==> config.mk <==
export PLATFORM = sky130hd
export DESIGN_NAME = dot_product_top5_retrieval_core_flat
export DESIGN_NICKNAME = d
export VERILOG_FILES = /design/src/hw/rtl/dpt5_pkg.sv /design/src/hw/rtl/dpt5_in_if.sv /design/src/hw/rtl/dpt5_out_if.sv /design/src/hw/rtl/dpt5_ram.sv /design/src/hw/rtl/dpt5_front.sv /design/src/hw/rtl/dpt5_queue.sv /design/src/hw/rtl/dpt5_back.sv /design/src/hw/rtl/dot_product_top5_retrieval_core.sv /design/src/flat_wrapper.sv
export SDC_FILE = /design/constraint.sdc
export NUM_CORES = 2
export LEC_CHECK = 0
export BUFFER_PORTS_ARGS = -buffer_cell sky130_fd_sc_hd__buf_4
export CORE_ASPECT_RATIO = 1.4
export CORE_MARGIN = 1
export CORE_UTILIZATION = 45
export DETAILED_ROUTE_END_ITERATION = 12
export PLACE_DENSITY = 0.69
export SLEW_MARGIN = 20
export SYNTH_ARGS = -nofsm -noshare
export SYNTH_HDL_FRONTEND = slang
export SYNTH_SLANG_ARGS = --single-unit
==> constraint.sdc <==
create_clock -name clk -period 9.18 [get_ports clk]
set_clock_uncertainty 0.15 [all_clocks]
set_input_delay 0 -clock clk [delete_from_list [all_inputs] [get_ports clk]]
set_output_delay 0 -clock clk [all_outputs]
set_load 0.02 [all_outputs]
==> src/hw/rtl/dpt5_pkg.sv <==
// Shared constants, codes and types of the top-5 inner product retrieval block.
`default_nettype none

package dpt5_pkg;

  // Default configuration
  localparam int FEATURE_DIM = 128;
  localparam int TOP_K       = 5;

  // Field widths
  localparam int OP_W    = 1;
  localparam int INDEX_W = 7;
  localparam int FEAT_W  = 16;
  localparam int ID_W    = 16;
  localparam int LABEL_W = 7;
  localparam int RANK_W  = 3;
  localparam int SCORE_W = 48;
  localparam int PROD_W  = 2 * FEAT_W;

  // Operation codes of an input word
  localparam logic [OP_W-1:0] OP_QUERY = 1'b0;
  localparam logic [OP_W-1:0] OP_BASE  = 1'b1;

  // Saturation bounds of the running sum
  localparam logic signed [SCORE_W-1:0] SCORE_MAX = {1'b0, {(SCORE_W-1){1'b1}}};
  localparam logic signed [SCORE_W-1:0] SCORE_MIN = {1'b1, {(SCORE_W-1){1'b0}}};

  // Queue between the scoring front and the ranking back
  localparam int QUEUE_DEPTH = 4;
  localparam int QUEUE_PTR_W = 2;
  localparam int QUEUE_CNT_W = 3;

  // One finished vector on its way to the ranking list
  typedef struct packed {
    logic signed [SCORE_W-1:0] score;
    logic [ID_W-1:0]           id;
    logic [LABEL_W-1:0]        label;
    logic                      set_end;
  } score_entry_t;

endpackage

`default_nettype wire

==> src/hw/rtl/dpt5_in_if.sv <==
// Input channel: one query or base feature element per word.
`default_nettype none

interface dpt5_in_if;
  logic                              valid;
  logic                              ready;
  logic [dpt5_pkg::OP_W-1:0]         op;
  logic [dpt5_pkg::INDEX_W-1:0]      elem_index;
  logic signed [dpt5_pkg::FEAT_W-1:0] feature_value;
  logic [dpt5_pkg::ID_W-1:0]         item_id;
  logic [dpt5_pkg::LABEL_W-1:0]      class_label;
  logic                              vector_end;
  logic                              set_end;

  modport source (
    output valid, op, elem_index, feature_value, item_id, class_label, vector_end, set_end,
    input  ready
  );

  modport sink (
    input  valid, op, elem_index, feature_value, item_id, class_label, vector_end, set_end,
    output ready
  );
endinterface

`default_nettype wire

==> src/hw/rtl/dpt5_out_if.sv <==
// Result channel: one ranked match per word.
`default_nettype none

interface dpt5_out_if;
  logic                                valid;
  logic                                ready;
  logic [dpt5_pkg::RANK_W-1:0]         rank;
  logic [dpt5_pkg::ID_W-1:0]           match_id;
  logic [dpt5_pkg::LABEL_W-1:0]        match_label;
  logic signed [dpt5_pkg::SCORE_W-1:0] match_score;
  logic                                last;

  modport source (
    output valid, rank, match_id, match_label, match_score, last,
    input  ready
  );

  modport sink (
    input  valid, rank, match_id, match_label, match_score, last,
    output ready
  );
endinterface

`default_nettype wire

==> src/hw/rtl/dpt5_ram.sv <==
// Generic single-write, single-read RAM with registered read data.
`default_nettype none

module dpt5_ram #(
  parameter int WIDTH = 16,
  parameter int DEPTH = 128,
  localparam int ADDR_W = (DEPTH > 1) ? $clog2(DEPTH) : 1
) (
  input  wire logic              clk,
  input  wire logic              we,
  input  wire logic [ADDR_W-1:0] waddr,
  input  wire logic [WIDTH-1:0]  wdata,
  input  wire logic              re,
  input  wire logic [ADDR_W-1:0] raddr,
  output      logic [WIDTH-1:0]  rdata
);

  logic [WIDTH-1:0] mem [DEPTH];

  // Write port
  always_ff @(posedge clk) begin
    if (we) begin
      mem[waddr] <= wdata;
    end
  end

  // Read port, data held while not enabled
  always_ff @(posedge clk) begin
    if (re) begin
      rdata <= mem[raddr];
    end
  end

endmodule

`default_nettype wire

==> src/hw/rtl/dpt5_front.sv <==
// Scoring front: query store, multiply stage and saturating accumulator.
`default_nettype none

module dpt5_front #(
  parameter int FEATURE_DIM = dpt5_pkg::FEATURE_DIM
) (
  input  wire logic                  clk,
  input  wire logic                  rst,
  dpt5_in_if.sink                    items,
  output      logic                  push,
  output      dpt5_pkg::score_entry_t push_entry,
  input  wire logic                  queue_full
);

  localparam int ADDR_W  = (FEATURE_DIM > 1) ? $clog2(FEATURE_DIM) : 1;
  localparam int FEAT_W  = dpt5_pkg::FEAT_W;
  localparam int PROD_W  = dpt5_pkg::PROD_W;
  localparam int SCORE_W = dpt5_pkg::SCORE_W;
  localparam int ID_W    = dpt5_pkg::ID_W;
  localparam int LABEL_W = dpt5_pkg::LABEL_W;

  logic                      adv;
  logic                      accept;
  logic                      in_range;
  logic [ADDR_W-1:0]         addr;
  logic                      ram_we;
  logic                      ram_re;
  logic [FEAT_W-1:0]         q_rdata;
  logic signed [PROD_W-1:0]  prod_full;
  logic signed [SCORE_W:0]   sum_wide;
  logic signed [SCORE_W-1:0] sum_sat;

  // Lookup stage
  logic                      s1_valid;
  logic signed [FEAT_W-1:0]  s1_feat;
  logic                      s1_in_range;
  logic [ID_W-1:0]           s1_id;
  logic [LABEL_W-1:0]        s1_label;
  logic                      s1_vec_end;
  logic                      s1_set_end;

  // Product stage
  logic                      s2_valid;
  logic signed [PROD_W-1:0]  s2_prod;
  logic [ID_W-1:0]           s2_id;
  logic [LABEL_W-1:0]        s2_label;
  logic                      s2_vec_end;
  logic                      s2_set_end;

  logic signed [SCORE_W-1:0] running_sum;

  // Stall the whole pipe only when a finished vector meets a full queue
  assign adv         = !(s2_valid && s2_vec_end && queue_full);
  assign items.ready = adv;
  assign accept      = items.valid && adv;

  assign in_range = (32'(items.elem_index) < 32'(FEATURE_DIM));
  assign addr     = ADDR_W'(items.elem_index);
  assign ram_we   = accept && (items.op == dpt5_pkg::OP_QUERY) && in_range;
  assign ram_re   = accept && (items.op == dpt5_pkg::OP_BASE);

  dpt5_ram #(
    .WIDTH (FEAT_W),
    .DEPTH (FEATURE_DIM)
  ) u_query_ram (
    .clk   (clk),
    .we    (ram_we),
    .waddr (addr),
    .wdata (items.feature_value),
    .re    (ram_re),
    .raddr (addr),
    .rdata (q_rdata)
  );

  // Advance the lookup stage
  always_ff @(posedge clk) begin
    if (rst) begin
      s1_valid <= 1'b0;
    end else if (adv) begin
      s1_valid <= ram_re;
    end
    if (ram_re) begin
      s1_feat     <= items.feature_value;
      s1_in_range <= in_range;
      s1_id       <= items.item_id;
      s1_label    <= items.class_label;
      s1_vec_end  <= items.vector_end || items.set_end;
      s1_set_end  <= items.set_end;
    end
  end

  assign prod_full = $signed(q_rdata) * s1_feat;

  // Advance the product stage; out-of-range elements add nothing
  always_ff @(posedge clk) begin
    if (rst) begin
      s2_valid <= 1'b0;
    end else if (adv) begin
      s2_valid <= s1_valid;
    end
    if (adv && s1_valid) begin
      s2_prod    <= s1_in_range ? prod_full : '0;
      s2_id      <= s1_id;
      s2_label   <= s1_label;
      s2_vec_end <= s1_vec_end;
      s2_set_end <= s1_set_end;
    end
  end

  // Saturating accumulate
  assign sum_wide = (SCORE_W+1)'(running_sum) + (SCORE_W+1)'(s2_prod);
  always_comb begin
    if (sum_wide[SCORE_W] != sum_wide[SCORE_W-1]) begin
      sum_sat = sum_wide[SCORE_W] ? dpt5_pkg::SCORE_MIN : dpt5_pkg::SCORE_MAX;
    end else begin
      sum_sat = sum_wide[SCORE_W-1:0];
    end
  end

  always_ff @(posedge clk) begin
    if (rst) begin
      running_sum <= '0;
    end else if (adv && s2_valid) begin
      running_sum <= s2_vec_end ? '0 : sum_sat;
    end
  end

  // Hand a finished vector to the queue
  assign push               = adv && s2_valid && s2_vec_end;
  assign push_entry.score   = sum_sat;
  assign push_entry.id      = s2_id;
  assign push_entry.label   = s2_label;
  assign push_entry.set_end = s2_set_end;

endmodule

`default_nettype wire

==> src/hw/rtl/dpt5_queue.sv <==
// Short queue of finished vector scores between front and back.
`default_nettype none

module dpt5_queue (
  input  wire logic                   clk,
  input  wire logic                   rst,
  input  wire logic                   push,
  input  wire dpt5_pkg::score_entry_t push_entry,
  output      logic                   full,
  input  wire logic                   pop,
  output      dpt5_pkg::score_entry_t pop_entry,
  output      logic                   not_empty
);

  localparam int DEPTH = dpt5_pkg::QUEUE_DEPTH;
  localparam int PTR_W = dpt5_pkg::QUEUE_PTR_W;
  localparam int CNT_W = dpt5_pkg::QUEUE_CNT_W;

  dpt5_pkg::score_entry_t slots [DEPTH];
  logic [PTR_W-1:0]       wr_ptr;
  logic [PTR_W-1:0]       rd_ptr;
  logic [CNT_W-1:0]       count;
  logic                   do_push;
  logic                   do_pop;

  assign full      = (count == CNT_W'(DEPTH));
  assign not_empty = (count != '0);
  assign do_push   = push && !full;
  assign do_pop    = pop && not_empty;
  assign pop_entry = slots[rd_ptr];

  // Store incoming words
  always_ff @(posedge clk) begin
    if (do_push) begin
      slots[wr_ptr] <= push_entry;
    end
  end

  // Advance pointers and occupancy
  always_ff @(posedge clk) begin
    if (rst) begin
      wr_ptr <= '0;
      rd_ptr <= '0;
      count  <= '0;
    end else begin
      if (do_push) begin
        wr_ptr <= wr_ptr + 1'b1;
      end
      if (do_pop) begin
        rd_ptr <= rd_ptr + 1'b1;
      end
      if (do_push && !do_pop) begin
        count <= count + 1'b1;
      end else if (!do_push && do_pop) begin
        count <= count - 1'b1;
      end
    end
  end

endmodule

`default_nettype wire

==> src/hw/rtl/dpt5_back.sv <==
// Ranking back: sorted top-K list, insertion and ranked result emission.
`default_nettype none

module dpt5_back #(
  parameter int TOP_K = dpt5_pkg::TOP_K
) (
  input  wire logic                   clk,
  input  wire logic                   rst,
  input  wire dpt5_pkg::score_entry_t entry,
  input  wire logic                   entry_valid,
  output      logic                   entry_pop,
  dpt5_out_if.source                  results
);

  localparam int CNT_W   = $clog2(TOP_K + 1);
  localparam int RANK_W  = dpt5_pkg::RANK_W;
  localparam int SCORE_W = dpt5_pkg::SCORE_W;
  localparam int ID_W    = dpt5_pkg::ID_W;
  localparam int LABEL_W = dpt5_pkg::LABEL_W;

  typedef enum logic {
    ST_INSERT,
    ST_EMIT
  } state_t;

  state_t                    state;
  logic [CNT_W-1:0]          fill;
  logic [CNT_W-1:0]          emit_rank;
  logic signed [SCORE_W-1:0] best_score [TOP_K];
  logic [ID_W-1:0]           best_id    [TOP_K];
  logic [LABEL_W-1:0]        best_label [TOP_K];

  logic [TOP_K-1:0]          keep;
  logic signed [SCORE_W-1:0] ins_score  [TOP_K];
  logic [ID_W-1:0]           ins_id     [TOP_K];
  logic [LABEL_W-1:0]        ins_label  [TOP_K];
  logic [CNT_W-1:0]          ins_fill;
  logic                      out_free;

  assign entry_pop = (state == ST_INSERT) && entry_valid;
  assign out_free  = !results.valid || results.ready;

  // Entries that stay ahead of the new score: an equal score stays ahead
  always_comb begin
    for (int i = 0; i < TOP_K; i++) begin
      keep[i] = (CNT_W'(i) < fill) && (entry.score <= best_score[i]);
    end
  end

  // Build the list with the new entry placed and the tail moved down
  always_comb begin
    if (keep[0]) begin
      ins_score[0] = best_score[0];
      ins_id[0]    = best_id[0];
      ins_label[0] = best_label[0];
    end else begin
      ins_score[0] = entry.score;
      ins_id[0]    = entry.id;
      ins_label[0] = entry.label;
    end
    for (int i = 1; i < TOP_K; i++) begin
      if (keep[i]) begin
        ins_score[i] = best_score[i];
        ins_id[i]    = best_id[i];
        ins_label[i] = best_label[i];
      end else if (keep[i-1]) begin
        ins_score[i] = entry.score;
        ins_id[i]    = entry.id;
        ins_label[i] = entry.label;
      end else begin
        ins_score[i] = best_score[i-1];
        ins_id[i]    = best_id[i-1];
        ins_label[i] = best_label[i-1];
      end
    end
    ins_fill = (fill < CNT_W'(TOP_K)) ? fill + 1'b1 : fill;
  end

  // Insert scores, then drain the list head first once the set ends
  always_ff @(posedge clk) begin
    if (rst) begin
      state         <= ST_INSERT;
      fill          <= '0;
      emit_rank     <= '0;
      results.valid <= 1'b0;
    end else begin
      unique case (state)
        ST_INSERT: begin
          if (results.ready) begin
            results.valid <= 1'b0;
          end
          if (entry_valid) begin
            for (int i = 0; i < TOP_K; i++) begin
              best_score[i] <= ins_score[i];
              best_id[i]    <= ins_id[i];
              best_label[i] <= ins_label[i];
            end
            fill <= ins_fill;
            if (entry.set_end) begin
              state     <= ST_EMIT;
              emit_rank <= '0;
            end
          end
        end
        ST_EMIT: begin
          if (out_free) begin
            results.valid       <= 1'b1;
            results.rank        <= RANK_W'(emit_rank);
            results.match_id    <= best_id[0];
            results.match_label <= best_label[0];
            results.match_score <= best_score[0];
            results.last        <= (fill == CNT_W'(1));
            for (int i = 0; i < TOP_K - 1; i++) begin
              best_score[i] <= best_score[i+1];
              best_id[i]    <= best_id[i+1];
              best_label[i] <= best_label[i+1];
            end
            best_score[TOP_K-1] <= '0;
            best_id[TOP_K-1]    <= '0;
            best_label[TOP_K-1] <= '0;
            fill      <= fill - 1'b1;
            emit_rank <= emit_rank + 1'b1;
            if (fill == CNT_W'(1)) begin
              state <= ST_INSERT;
            end
          end
        end
        default: begin
          state <= ST_INSERT;
        end
      endcase
    end
  end

endmodule

`default_nettype wire

==> src/hw/rtl/dot_product_top5_retrieval_core.sv <==
// Top level of the top-K maximum inner product retrieval block.
//
// Usage: the items channel carries one feature element per word. op selects
// a query load (writes the element into the query store) or a base element
// (multiplied with the stored query element and accumulated, saturating to
// 48 bits). vector_end closes a base vector and ranks its score against the
// best TOP_K held so far; an equal score keeps the older entry ahead.
// set_end closes the vector and the set: the list then leaves on the
// results channel, rank 0 first, one word per cycle while the receiver is
// ready, the final one marked by last, and the list is emptied.
// Throughput: one item per cycle, set by the single multiply-accumulate
// path (query RAM read, multiply stage, accumulate stage). The back end
// takes no new score from the queue while it drains the list. A four-entry
// queue lets the front keep streaming while results drain; items stall
// only once that queue fills. A set_end word passes the lookup stage, the
// product stage and the queue before the back end ranks it and registers
// the first result.
// Reset clears the pipeline, accumulator, queue and list; the query store
// keeps no reset value and must be loaded before use. When the receiver
// stalls, the result word holds and the queue then fills before items stall.
`default_nettype none

module dot_product_top5_retrieval_core #(
  parameter int FEATURE_DIM = dpt5_pkg::FEATURE_DIM,
  parameter int TOP_K       = dpt5_pkg::TOP_K
) (
  input wire logic   clk,
  input wire logic   rst,
  dpt5_in_if.sink    items,
  dpt5_out_if.source results
);

  logic                   push;
  dpt5_pkg::score_entry_t push_entry;
  logic                   queue_full;
  logic                   pop;
  dpt5_pkg::score_entry_t pop_entry;
  logic                   not_empty;

  dpt5_front #(
    .FEATURE_DIM (FEATURE_DIM)
  ) u_front (
    .clk        (clk),
    .rst        (rst),
    .items      (items),
    .push       (push),
    .push_entry (push_entry),
    .queue_full (queue_full)
  );

  dpt5_queue u_queue (
    .clk        (clk),
    .rst        (rst),
    .push       (push),
    .push_entry (push_entry),
    .full       (queue_full),
    .pop        (pop),
    .pop_entry  (pop_entry),
    .not_empty  (not_empty)
  );

  dpt5_back #(
    .TOP_K (TOP_K)
  ) u_back (
    .clk         (clk),
    .rst         (rst),
    .entry       (pop_entry),
    .entry_valid (not_empty),
    .entry_pop   (pop),
    .results     (results)
  );

endmodule

`default_nettype wire

==> src/flat_wrapper.sv <==
// flat-port wrapper written by rule: the top's interface ports become plain ports
module dot_product_top5_retrieval_core_flat 
#(
  parameter int FEATURE_DIM = dpt5_pkg::FEATURE_DIM,
  parameter int TOP_K       = dpt5_pkg::TOP_K
)
  (clk, rst, items_valid, items_op, items_elem_index, items_feature_value, items_item_id, items_class_label, items_vector_end, items_set_end, items_ready, results_valid, results_rank, results_match_id, results_match_label, results_match_score, results_last, results_ready);
  dpt5_in_if items_i ();
  dpt5_out_if results_i ();
  input wire logic clk;
  input wire logic rst;
  input wire logic [$bits(items_i.valid)-1:0] items_valid;
  input wire logic [$bits(items_i.op)-1:0] items_op;
  input wire logic [$bits(items_i.elem_index)-1:0] items_elem_index;
  input wire logic [$bits(items_i.feature_value)-1:0] items_feature_value;
  input wire logic [$bits(items_i.item_id)-1:0] items_item_id;
  input wire logic [$bits(items_i.class_label)-1:0] items_class_label;
  input wire logic [$bits(items_i.vector_end)-1:0] items_vector_end;
  input wire logic [$bits(items_i.set_end)-1:0] items_set_end;
  output wire logic [$bits(items_i.ready)-1:0] items_ready;
  output wire logic [$bits(results_i.valid)-1:0] results_valid;
  output wire logic [$bits(results_i.rank)-1:0] results_rank;
  output wire logic [$bits(results_i.match_id)-1:0] results_match_id;
  output wire logic [$bits(results_i.match_label)-1:0] results_match_label;
  output wire logic [$bits(results_i.match_score)-1:0] results_match_score;
  output wire logic [$bits(results_i.last)-1:0] results_last;
  input wire logic [$bits(results_i.ready)-1:0] results_ready;
  assign items_i.valid = items_valid;
  assign items_i.op = items_op;
  assign items_i.elem_index = items_elem_index;
  assign items_i.feature_value = items_feature_value;
  assign items_i.item_id = items_item_id;
  assign items_i.class_label = items_class_label;
  assign items_i.vector_end = items_vector_end;
  assign items_i.set_end = items_set_end;
  assign items_ready = items_i.ready;
  assign results_valid = results_i.valid;
  assign results_rank = results_i.rank;
  assign results_match_id = results_i.match_id;
  assign results_match_label = results_i.match_label;
  assign results_match_score = results_i.match_score;
  assign results_last = results_i.last;
  assign results_i.ready = results_ready;
  dot_product_top5_retrieval_core #(.FEATURE_DIM(FEATURE_DIM), .TOP_K(TOP_K)) u_core (.clk(clk), .rst(rst), .items(items_i), .results(results_i));
endmodule
==> metrics.yaml <==
status:
  outcome: "complete, no violations"
yosys:
  ys_types: 82
  synth_flop_cell: "edfxtp_1"
  ys.warnings.count: 0
  synth_area_per_cell_um2: 14.97
  synth_nets: 9246
  synthArstFlopShare_pct: 0
  seq_area_frac_synth_pct: 68.60
  synth-edff-count: 2880
  synth_area_um2: 128000
  syn_inst: 8550
  ys_ff_latch: 2947
power_and_ir_drop:
  power.total_mw: 43.65
  p_per_area_nw_per_um2: 302.2
  combinationalPowerShare_pct: 31.7
  vdd_drop_max_uv: 383.4
  p_seq_share_pct: 40.9
  switching_share_pct: 33.25
  switching_power_mw: 14.52
  p_int_mw: 29.14
  p_leak_nw: 49.66
  clockPowerShare_pct: 27.4
clocking:
  cts_root_buffer: "clkbuf_16"
  clock_latency_ns: 0.91
  h-tree-depth: 5
  cts_sinks: 2947
  cts_tree: "built"
  cts_buffer_depth: 4
  cts-buffers-inserted: 288
  clk_pin_slew_ns: 0.07
critical_path:
  arrival_ns: 7.73
  endpoint_kind: "register"
  worst-path-max-fanout: 16
  startpoint_type: "register"
  critPathKind: "reg2reg"
  required_ns: 9.59
  reg2reg_depth: 19
route:
  wl_per_cell_um: 27.37
  num_vias: 78350
  drc: 0
  drt_pass1_iterations: 6
  routed_wl_mm: 350.2
  via_per_inst: 6.123
  drtIter0Drc: 8580
  antenna_left: 0
global_routing:
  grt_max_degree: 219
  overflow: 0
  grt_pass1_vias: 79820
  grt_pass1_wl_mm: 513.8
  antenna_found_initial: 9
  track_usage_pct: 23.98
place:
  detailedPlacementHpwl_mm: 214.5
  gp_congestion: 0.9316
  port_buffers: 129
  place_area_um2: 134000
die:
  dieWidth_um: 452.8
  die_h_um: 633.1
  core_um2: 283000
  boundaryPins: 130
  die_area_um2: 286700
  start_util_pct: 45.24
  core.rowCount: 231
run:
  maxCapViolCount: 0
cells_and_area:
  drive_above_1_share_pct: 10.56
  layout.nets: 9529
  syn_to_final_growth_pct: 12.85
  stdcell_area_um2: 144500
sta:
  post-route-period-util_pct: 79.71
  relSlewSlack_pct: 7.554
  rsz0062_at_grt: "no"
  worst_pin_slew_ns: 1.376
  clock.fmax_mhz: 136.7
  setup_violations: 0
  fin_crit_ns: 7.317
  tns_ns: 0
  hold_viol: 0
  drv_slew: 0
worst_hold_path:
  holdPathStages: 2
  hold_path_class: "in2reg"
==> state kept, by name (all words and copies together) (netlist names), 16 cells and up, named ones only <==
register                           cells
u_core.u_front.s1_id                  16
u_core.u_front.s2_id                  16
u_core.u_queue.slots                 288
u_core.u_back.best_label              35
u_core.u_front.running_sum            48
u_core.u_back.results.match_id        16
u_core.u_back.best_id                 80
u_core.u_back.results.match_score     48
u_core.u_back.best_score             240
u_core.u_front.s1_feat                16
u_core.u_front.u_query_ram.rdata      16
u_core.u_front.u_query_ram.mem      2048
u_core.u_front.s2_prod                32
==> cells in the final DEF, fill, tap and decap left out, types with 166 or more instances in the layout <==
cell	Yosys	layout
a21oi_1	168	166
a221oi_1	204	204
a22o_1	202	202
a22oi_1	632	632
buf_4	4	360
clkbuf_16	0	297
edfxtp_1	2880	2880
fa_1	264	264
ha_1	379	379
inv_1	548	548
nand2_1	552	546
nand3_1	202	202
nand4_1	166	166
nor2_1	253	249
o21ai_0	348	346
==> through the flow <==
| stage | hold slack, ns | setup slack, ns | utilization (%) | cells |
|---|---|---|---|---|
| finish | 0.04752 | 1.863 | 51.05 | 12800 |
| global route | 0.03838 | 1.664 | 51.05 | 12800 |
| CTS | 0.001760 | 1.887 | 51.02 | 12780 |
| detailed placement | 0.02949 | 1.893 | 47.36 | 12180 |
| global placement | 0.02974 | 1.987 | 47.36 | 12180 |
| floorplan | -0.05113 | 0.02784 | - | 8550 |
==> power by group through the flow <==
| stage | sequential (mW) | clock [mW] | combinational [mW] |
|---|---|---|---|
| after floorplan | 17.8 | 0 | 9.84 |
| after global placement | 18.1 | 0 | 13.4 |
| after detailed placement | 18.1 | 0 | 13.7 |
| after CTS | 17.9 | 12.1 | 13.8 |
| after global routing | 18.0 | 12.6 | 15.4 |
| final | 17.9 | 11.9 | 13.8 |
==> logic make-up (layout without fill, tap and decap cells) <==
kind of cell | Yosys count | after routing | synth area share, %
fa+ha+maj | 643 | 643 | 7.833
compound gates | 2141 | 2141 | 11.88
other cells | 0 | 18 | 0
simple gates | 1484 | 1484 | 5.514
buf+inv | 1028 | 1529 | 3.130
mux | 220 | 220 | 2.443
flops | 2947 | 2947 | 68.60
xor+xnor | 87 | 87 | 0.5952
==> critical path, stage by stage (launching register included) <==
cell,delay (ns)
edfxtp_1,0.74
nand2_1,0.20
inv_1,0.17
fa_1,0.56
fa_1,0.88
fa_1,0.53
fa_1,0.51
fa_1,0.49
inv_1,0.05
fa_1,0.48
inv_1,0.05
ha_1,0.33
and4_1,0.23
nand4_1,0.27
o31ai_1,0.68
o41a_1,0.27
nand4_1,0.13
nand4b_1,0.11
a21oi_1,0.08
xnor2_1,0.13
==> final cells by class <==
type	count	area (um2)
clock buffer	345	7652
sequential	2947	87830
clock inverter	163	1740
tap	3728	4664
antenna	18	45.04
timing repair buffer	472	4089
multi-input combinational	4575	36370
inverter	549	2068
fill	22900	138500
==> path summary, 6_finish.rpt <==
kind / end / from / slack, ns
setup / recovery: u_core.u_front.s2_prod[31] / u_core.u_front.s1_feat[1] / 1.86
hold / removal: u_core.u_front.u_query_ram.mem[88][1] / items_feature_value[1] / 0.05
setup reg to reg: u_core.u_front.s2_prod[31] / u_core.u_front.s1_feat[1] / 1.86
hold reg to reg: u_core.u_front.s2_id[9] / u_core.u_front.s1_id[9] / 0.27
==> per-layer routing <==
metal  vias to the layer above  global-route usage (%)  wire length (um)  share of wire (%)
li1                      33840                       -                 -                  -
met1                     39540                   28.81            126200                 36
met2                      4098                   41.00            173900                 50
met3                       871                   3.640             28530                8.1
met4                         6                   13.73             21590                6.2
met5                         -                       0                38              0.011
==> synthesized netlist by cell type (all sizes together) (165+ instances only) <==
cell type  count  area share [%]
inv          548             1.6
edfxtp      2880              68
nor2         253            0.74
clkbuf       314            0.92
a22o         202             1.4
a221oi       205             1.4
o21ai        421             1.6
buf          165            0.60
nand4        166            0.81
a22oi        632             3.7
nand3        202            0.79
nand2        553             1.6
ha           379             3.7
a21oi        169            0.66
fa           264             4.1
==> what timing repair did <==
item | 4_1_cts | 5_1_grt
hold buffers | 92 | 0
buffers inserted | 0 | 0
hold endpoints to repair | 1243 | 0
resized for setup | 0 | 0
No activity file was read; power rests on OpenSTA's default activity.
